$ cat src/rtl/akt_pkg.sv
// Shared types and codes for the associative key table.
package akt_pkg;

  // Operation codes
  localparam logic [1:0] OP_SET    = 2'd0;
  localparam logic [1:0] OP_LOOKUP = 2'd1;
  localparam logic [1:0] OP_REMOVE = 2'd2;
  localparam logic [1:0] OP_AT_IDX = 2'd3;

  // Status codes
  localparam logic [1:0] ST_OK        = 2'd0;
  localparam logic [1:0] ST_INVALID   = 2'd1;
  localparam logic [1:0] ST_FULL      = 2'd2;
  localparam logic [1:0] ST_NOT_FOUND = 2'd3;

  localparam int MAX_KEY_WORDS = 4;

  typedef struct packed {
    logic [1:0]  opcode;
    logic [63:0] ident;
    logic [63:0] key_in0;
    logic [63:0] key_in1;
    logic [63:0] key_in2;
    logic [63:0] key_in3;
    logic [31:0] tag_in;
    logic [7:0]  position;
  } in_t;

  typedef struct packed {
    logic [1:0]  status;
    logic [63:0] key_out0;
    logic [63:0] key_out1;
    logic [63:0] key_out2;
    logic [63:0] key_out3;
    logic [31:0] tag_out;
    logic [63:0] ident_out;
    logic [4:0]  entry_count;
  } out_t;

  // Contents of one table entry as seen at a cell boundary
  typedef struct packed {
    logic [63:0]                          ident;
    logic [MAX_KEY_WORDS-1:0][63:0]       key;
    logic [31:0]                          tag;
  } entry_t;

  // Broadcast from the sequencer to every cell
  typedef struct packed {
    logic                                 cmp;
    logic                                 set_wr;
    logic                                 rm_shift;
    logic [63:0]                          id;
    logic [MAX_KEY_WORDS-1:0][63:0]       key;
    logic [31:0]                          tag;
    logic [7:0]                           position;
  } cmd_t;

endpackage

$ cat src/rtl/akt_cell.sv
// One table cell: stores an entry, compares it with the broadcast identifier and its place with the broadcast position.
module akt_cell #(
  parameter int IDX       = 0,
  parameter int KEY_WORDS = 4,
  parameter int CNT_W     = 5,
  parameter int IDX_W     = 4
) (
  input  logic               clk,
  input  akt_pkg::cmd_t      cmd,
  input  logic [CNT_W-1:0]   count,
  input  logic [IDX_W-1:0]   tgt,
  input  akt_pkg::entry_t    nbr,
  output akt_pkg::entry_t    ent,
  output logic               hit,
  output logic               pos_hit
);
  import akt_pkg::*;

  logic [63:0]                ident_r;
  logic [KEY_WORDS-1:0][63:0] key_r;
  logic [31:0]                tag_r;
  logic                       hit_r;
  logic                       pos_hit_r;
  logic                       in_range;

  // Cell holds a live entry when its place is below the count
  assign in_range = CNT_W'(IDX) < count;

  // Compare, write on set, take the upper neighbour's entry on remove
  always_ff @(posedge clk) begin
    if (cmd.cmp) begin
      hit_r     <= in_range && (ident_r == cmd.id);
      pos_hit_r <= in_range && (8'(IDX) == cmd.position);
    end
    if (cmd.set_wr && (IDX_W'(IDX) == tgt)) begin
      ident_r <= cmd.id;
      for (int w = 0; w < KEY_WORDS; w++) begin
        key_r[w] <= cmd.key[w];
      end
      tag_r <= cmd.tag;
    end else if (cmd.rm_shift && (IDX_W'(IDX) >= tgt) && in_range) begin
      ident_r <= nbr.ident;
      for (int w = 0; w < KEY_WORDS; w++) begin
        key_r[w] <= nbr.key[w];
      end
      tag_r <= nbr.tag;
    end
  end

  // Present the entry, unused key words zero
  always_comb begin
    ent.ident = ident_r;
    ent.tag   = tag_r;
    for (int w = 0; w < MAX_KEY_WORDS; w++) begin
      if (w < KEY_WORDS) begin
        ent.key[w] = key_r[w];
      end else begin
        ent.key[w] = '0;
      end
    end
  end

  assign hit     = hit_r;
  assign pos_hit = pos_hit_r;

endmodule

$ cat config.mk
export PLATFORM = sky130hd
export DESIGN_NAME = akt_cell
export DESIGN_NICKNAME = d
export VERILOG_FILES = /design/src/rtl/akt_pkg.sv /design/src/rtl/akt_cell.sv
export SDC_FILE = /design/constraint.sdc
export NUM_CORES = 1
export LEC_CHECK = 0
export BUFFER_PORTS_ARGS = -buffer_cell sky130_fd_sc_hd__buf_2
export CORE_AREA = 2 2 419 421
export CTS_CLUSTER_DIAMETER = 80
export DETAILED_ROUTE_END_ITERATION = 7
export DIE_AREA = 0 0 421 423
export SYNTH_ARGS = -nofsm -noshare
export SYNTH_HDL_FRONTEND = slang
export SYNTH_SLANG_ARGS = --single-unit
$ cat constraint.sdc
create_clock -name clk -period 58.7 [get_ports clk]
set_input_delay 5.87 -clock clk [delete_from_list [all_inputs] [get_ports clk]]
set_output_delay 5.87 -clock clk [all_outputs]
set_load 0.05 [all_outputs]
# ---- Word-level counts from Yosys, hierarchy flattened
# Index checks and enable logic that the tools add are counted.
dict set report totals {
  ff_bits 354
  latch_bits 0
  ramBits 0
  romBits 0
  word_cells 25
  memories 0
}
dict set report classes {
  add_sub_neg 0
  mul 0
  div 0
  magnitude_cmp 2
  eq_ne 1
  shift 0
  muxes 6
  bitwise 0
  n_reduce_logical 8
}
# cell count
set ops {}
lappend ops {{two-way mux 256 bit} 2}
lappend ops {{two-way mux 64 bit} 2}
lappend ops {{== test 64 bit} 1}
lappend ops {{two-way mux 32 bit} 2}
lappend ops {{zero test 8 bit} 1}
lappend ops {{logical AND 1 bit} 5}
lappend ops {{< comparator 1 x 5 -> 1 bit, first input constant} 1}
lappend ops {{greater-or-equal comparator 1 x 4 -> 1 bit, first input constant} 1}
lappend ops {{zero test 4 bit} 1}
lappend ops {{nonzero test 2 bit} 1}

# ---- Longest topological paths before layout
# Gate-level depths: netlist of the first run.
dict set report logic_depth {
  ltp_word 5
  ltp_mapped 5
}

# ---- Worst setup path before layout of the first run
# Ideal clock, no wire load.
dict set report synth_path {
  path_type {input port to flip-flop}
  startpoint {in tgt[1]}
  endpoint {reg key_r (netlist bit ent[100]), enable pin}
  setup_ps 1112
  t_arrival_ps 21626
  slack_ps 35962
  path_stages 2
  path_cell_list {nor4_2 nor2b_1}
}
dict set report synth_between {
  elab_chain_cells 4
}
# item line_no
set synth_lines {}
lappend synth_lines {{start, declared} akt_cell.sv:11} ;# input logic [IDX_W-1:0] tgt,
lappend synth_lines {{greater-or-equal comparator 1 x 4 -> 1 bit} akt_cell.sv:41} ;# end else if (cmd.rm_shift && (IDX_W'(IDX) >= tgt) && in_range) begin
lappend synth_lines {{logical AND 1 bit (2 in a row)} akt_cell.sv:41}
lappend synth_lines {{nonzero test 2 bit (no line) *} -}
lappend synth_lines {{end signal, assigned by index} akt_cell.sv:38} ;# key_r[w] <= cmd.key[w];
lappend synth_lines {{end signal, assigned by index} akt_cell.sv:44} ;# key_r[w] <= nbr.key[w];
lappend synth_lines {{end, declared} akt_cell.sv:20} ;# logic [KEY_WORDS-1:0][63:0] key_r;
# Every way passes the cells marked *; elsewhere a longest branch is shown, timed or not.
# A chain may end at the register's enable or synchronous reset.

# ---- Worst setup path after layout of the first run
dict set report layout_path {
  startpoint {in tgt[1]}
  endpoint {reg key_r (netlist bit ent[193]), enable pin}
}
# Same word-level chain as after synthesis.

==> flow_summary.ini, run 1 <==
[worst_setup_path]
timing.rr.start = ident_r[10]$_DFFE_PP_
cp-end-kind = flop
cp_max_fo = 75
rr_worst_depth = 5
setup.worst_path.start = tgt[1]
r2r-end = hit$_DFFE_PP_
critical_path_class = in -> reg
critPathArrivalTime_ps = 9420
endpoint = ent[193]$_DFFE_PP_
ff2ff_setup_slack_ps = 56270
cp_data_required_time_ps = 58990
cp-start-kind = input pin

[routing]
drtAntennaViolNets = 0
met3WireLength_mm = 16.5
vias_per_cell = 3.06
drtIter0Drc = 1048
wl_met1_mm = 35.6
avgRoutedWirePerCell_um = 26.1
drt_first_pass_iters = 5
drc = 0
totalWireLength_mm = 113
routed-via-count = 13300
top_layer_used = met5
dr_wl_met2_mm = 55.9

[power]
p_clk_share_pct = 44.8
internal-power_w = 0.000489
powerDensity_mw_per_mm2 = 26.5
combinationalPowerShare_pct = 12.4
p_sw_share_pct = 27.7
ir_worst_vdd_v = 0.0000209
p_switching_w = 0.000187
p_leak_nw = 9.97
seq_power_share_pct = 42.8

[grt]
grt_pass1_wl_mm = 139
grt_max_degree = 147
antenna_found_initial = 193
grt_pass1_vias = 13200
grt_util_all_layers_pct = 12.2
overflow = 0

[cts]
cts_num_sinks = 354
cts_root_buffer = clkbuf_16
cts_tree = done
clk_latency_ps = 660
cts_buffers = 51
clockBufferDepth = 3
postCtsHoldBufs = 0
post_cts_buffers = 0
cts.clk_slew.worst_paths_ps = 60
cts.repair.resized = 0
cts_htree_levels = 2

[outcome]
outcome = finished clean

[cells_and_area]
final_nets = 2668
final_area_mm2 = 0.0255
final_util_pct = 14.7
most-common-layout-cells = 1,078 x buf_2, 354 x edfxtp_1, 352 x mux2_2, 54 x xnor2_1, 51 x clkbuf_16
layout.cells.most_common = buf_2
syn2layout_area_growth_pct = 61.9
layout-drive-gt1-share_pct = 76.6

[placement]
place_congestion = 0.992
placed_area_mm2 = 0.0238
port_buffers = 1078
dp_hpwl_mm = 99.1

[worst_hold_path]
worstHoldPathCells = 3
hp-start = ident_r[25]$_DFFE_PP_
hp-class = reg -> reg

[floorplanning]
coreArea_mm2 = 0.173
start_util_pct = 9.08
rows = 153
die_width_um = 421
die-area_mm2 = 0.178
pin_count = 1079
fp.dieH_um = 423

[sta]
rsz0062_at_grt = false
hold_viol = 0
skew_ps = 14.1
worst_slew_pin_slew_ps = 1080
drv_slew = 0
maxSlewHeadroom_pct = 27.9
fin_crit_ps = 9120
fmax_mhz = 110
setup_tns_ps = 0
finalSetupViolCount = 0
post-route-period-util_pct = 15.5

[synthesis]
ys_types = 18
synthFlopType = edfxtp_1
netlist_area_mm2 = 0.0157
synth.avg_cell_area_um2 = 18.7
ys_ff_latch = 354
syn_inst = 841
yosys_warnings = 0
synth_edf_count = 354
ys_async_sr_fraction_pct = 0
ys_seq_area_share_pct = 67.6
synth_fp_nets = 1566

[job]
maxCapViolCount = 0
power groups by stage:
stage	registers, W	logic (W)	clock network, W
3_3_place_gp	0.000295	0.0000832	0
6_report	0.000290	0.0000836	0.000303
2_1_floorplan	0.000320	0.0000198	0
4_1_cts	0.000289	0.0000846	0.000316
5_1_grt	0.000290	0.0000884	0.000322
3_5_place_dp	0.000295	0.0000843	0
registers in the layout (all words and copies together), names as in the netlist:
register	count
ent	256
ident_r	64
hit	1
tag_r	32
pos_hit	1
cells by family after synthesis:
logic type	share of synthesized area (%)
simple gates	1.28
mux	25.2
xor+xnor	3.56
compound gates	0.0318
buf+inv	2.39
flops	67.6
worst max-delay path, stage by stage:
cell	delay, ps
buf_2	120
nor4_4	770
nor2b_4	290
buf_4	550
buf_4	710
buf_4	880
layer usage:
layer / GRT usage (%) / up-vias
met4: 4.38 / 138
met3: 8.09 / 393
met2: 20.8 / 942
li1: - / 5591
met5: 0 / -
met1: 11.6 / 6272
area by class of cell:
class	count	area, µm²
fillers	19500	148000
flip-flops and latches	354	10600
repair buffers	1087	5480
multi-input cells	449	4760
well taps	2325	2910
clock buffers	63	1320
clock inverters	31	273
diodes	44	110
worst min path at each step:
stage	end	slack, ps
2_1_floorplan	hit$_DFFE_PP_	1030
3_3_place_gp	hit$_DFFE_PP_	800
3_5_place_dp	hit$_DFFE_PP_	800
4_1_cts	hit$_DFFE_PP_	810
5_1_grt	hit$_DFFE_PP_	830
6_report	hit$_DFFE_PP_	780
synthesized netlist by cell type, types with 2 or more instances:
library cell,instances,share of area [%]
xor2_1,10,0.56
buf_1,7,0.17
nor4_2,2,0.16
edfxtp_1,354,68
nand2_1,2,0.048
nor3_1,2,0.064
mux2_2,352,25
nand4_1,13,0.52
nand3_1,2,0.064
buf_6,31,2.2
xnor2_1,54,3.0
nor4_1,6,0.24
stage by stage:
step / power [W] / worst slack (ps) / std cells / hold WS (ps)
floorplan: 0.000340 / 35960 / 841 / 1030
global placement: 0.000378 / 48640 / 4215 / 798
detailed placement: 0.000379 / 48660 / 4215 / 803
CTS: 0.000691 / 49400 / 4309 / 814
global route: 0.000700 / 49300 / 4321 / 826
finish: 0.000676 / 49580 / 4353 / 781
No activity file was read; power rests on OpenSTA's default activity.
==> run 2: changes to the inputs <==
Settings changed: ABC_AREA set to 1, CORE_AREA 2 2 419 421 to 2 2 421 423, DIE_AREA 0 0 421 423 to 0 0 423 425.
Clock period 58.7 ns to 7.4 ns, I/O delays scaled along.
==> run 2 against run 1 <==
Compared with the run above:
- final cell count rose by 3.5%
- combinational power rose to 9.0 times the previous value
- total power rose to 8.0 times the previous value
- global-route usage rose by 0.87 points
- non-clock buffer count up 2
- final area is 0.96% higher
- utilization about the same
- sequential share of layout area down 0.40 points
- clock power increased to 7.8 times the previous value
- critical endpoint is now ent[46]$_DFFE_PP_
- largest power group unchanged
- synthesized cell count increased by 16%
- register-to-register slack got worse by 51000 ps
- hold slack worse by 460 ps
==> flow_summary.ini, run 2 <==
[power]
p_switching_w = 0.00157
p_leak_nw = 10.3
combinationalPowerShare_pct = 13.9
powerDensity_mw_per_mm2 = 211
p_clk_share_pct = 43.2
p_sw_share_pct = 28.9
ir_worst_vdd_v = 0.000164
seq_power_share_pct = 42.9
internal-power_w = 0.00386

[cts]
post_cts_buffers = 0
cts_tree = done
cts_root_buffer = clkbuf_16
cts_num_sinks = 354
cts_htree_levels = 2
postCtsHoldBufs = 0
cts.repair.resized = 0
cts_buffers = 50
clk_latency_ps = 640
clockBufferDepth = 3
cts.clk_slew.worst_paths_ps = 60

[synthesis]
synth_top_area_share_pct = 66.4
yosysMostFrequentCell = edfxtp_1
netlist_area_mm2 = 0.0160
synth_area_leaders = edfxtp_1 66%, mux2_1 23%, buf_6 2.5%
ys_async_sr_fraction_pct = 0
yosysTopAreaCell = edfxtp_1
syn_inst = 973
synth_fp_nets = 1698
ys_types = 18
synth_common_cells = 354 x edfxtp_1, 329 x mux2_1, 103 x nand2_1
synth.avg_cell_area_um2 = 16.5
ys_seq_area_share_pct = 66.4
synthFlopType = edfxtp_1
synth_edf_count = 354
yosys_warnings = 0
ys_ff_latch = 354

[worst_hold_path]
hp-class = in -> reg

[floorplanning]
rows = 154
die-area_mm2 = 0.180
pin_count = 1079
start_util_pct = 9.13
die_width_um = 423
coreArea_mm2 = 0.175
fp.dieH_um = 425

[sta]
post-route-period-util_pct = 45.7
maxSlewHeadroom_pct = 16.9
layout_setup_ws_ps = 4020
hold_viol = 0
skew_ps = 11.9
setup_tns_ps = 0
finalSetupViolCount = 0
worst_slew_pin_slew_ps = 1250
fin_crit_ps = 3380
rsz0062_at_grt = false
drv_slew = 0
fmax_mhz = 295

[grt]
grt_pass1_vias = 13300
grt_max_degree = 142
grt_util_all_layers_pct = 13.0
antenna_found_initial = 231
overflow = 0
grt_pass1_wl_mm = 149

[cells_and_area]
regArea_mm2 = 0.0106
layout.cells.most_common = buf_2
largest_reg_flops = 256
layout-drive-gt1-share_pct = 55.3
multi_input_area_mm2 = 0.00481
most-common-layout-cells = 1,078 x buf_2, 354 x edfxtp_1, 329 x mux2_1, 103 x nand2_1, 52 x clkbuf_16
fillers = 19800
final_nets = 2798
final_util_pct = 14.7
syn2layout_area_growth_pct = 60.7

[worst_setup_path]
ff2ff_setup_slack_ps = 5350
r2r-end = hit$_DFFE_PP_
rr_worst_depth = 7
setup.worst_path.start = tgt[2]
critPathArrivalTime_ps = 3780
timing.rr.start = ident_r[62]$_DFFE_PP_
cp-end-kind = flop
cp_max_fo = 71
critical_path_class = in -> reg
cp-start-kind = input pin
endpoint = ent[46]$_DFFE_PP_
cp_data_required_time_ps = 7790

[routing]
totalWireLength_mm = 123
routed-via-count = 14300
drtAntennaViolNets = 0
vias_per_cell = 3.18
avgRoutedWirePerCell_um = 27.4
drtIter0Drc = 1169
drc = 0
drt_first_pass_iters = 5

[placement]
dp_hpwl_mm = 108
place_congestion = 0.930
port_buffers = 1078
dp_slack_ps = 3390

[outcome]
outcome = finished clean

[job]
maxCapViolCount = 0
-- run 2: kinds of logic after synthesis --
family                    synth area share (%)
DFF                                       66.4
muxes                                     23.4
and+or+nand+nor                           3.49
AOI/OAI and AO/OA                        0.657
xor gates and xnor gates                  2.41
buffers and inverters                     3.68
-- run 2: final cells by class --
type                            count  share of cell area [%]
Inverter                           43                   0.627
Timing Repair Buffer             1089                    21.4
Clock buffer                       62                    5.20
Tap cell                         2340                    11.4
Sequential cell                   354                    41.3
Multi-Input combinational cell    535                    18.7
Antenna cell                       50                   0.486
Clock inverter                     31                   0.822
-- run 2: how the worst min path moves through the flow --
stage / depth (start not counted) / to / start
after floorplan: 0 / hit$_DFFE_PP_ / cmd[362]
after global placement: 5 / hit$_DFFE_PP_ / ident_r[23]$_DFFE_PP_
after detailed placement: 5 / hit$_DFFE_PP_ / ident_r[23]$_DFFE_PP_
after CTS: 1 / pos_hit$_DFFE_PP_ / cmd[362]
after global routing: 1 / pos_hit$_DFFE_PP_ / cmd[362]
final: 1 / pos_hit$_DFFE_PP_ / cmd[362]
-- run 2: power groups by stage --
stage / clock, W / combinational, W / sequential, W
after CTS: 0.00243 / 0.000760 / 0.00233
after detailed placement: 0 / 0.000758 / 0.00237
after global routing: 0.00249 / 0.000797 / 0.00233
after global placement: 0 / 0.000745 / 0.00237
after floorplan: 0 / 0.000147 / 0.00262
final: 0.00235 / 0.000753 / 0.00233
-- run 2: layer usage --
metal	GRT usage [%]	wire [µm]
met1	12.1	37500
met2	21.4	58700
met3	10.3	21100
met4	4.76	4740
met5	0	1230
-- run 2: stage by stage --
step	cell area [µm²]	instances	hold slack (ps)	power, W
finish	25700	4504	322	0.00543
global route	25700	4477	265	0.00562
CTS	25600	4454	234	0.00552
detailed placement	24000	4361	816	0.00313
global placement	24000	4361	814	0.00311
floorplan	16000	973	852	0.00277
-- run 2: critical path, stage by stage --
cell,delay (ps)
buf_2,140
nor2_2,90
nand3_4,100
buf_4,400
buf_4,760
buf_4,860
mux2_1,400
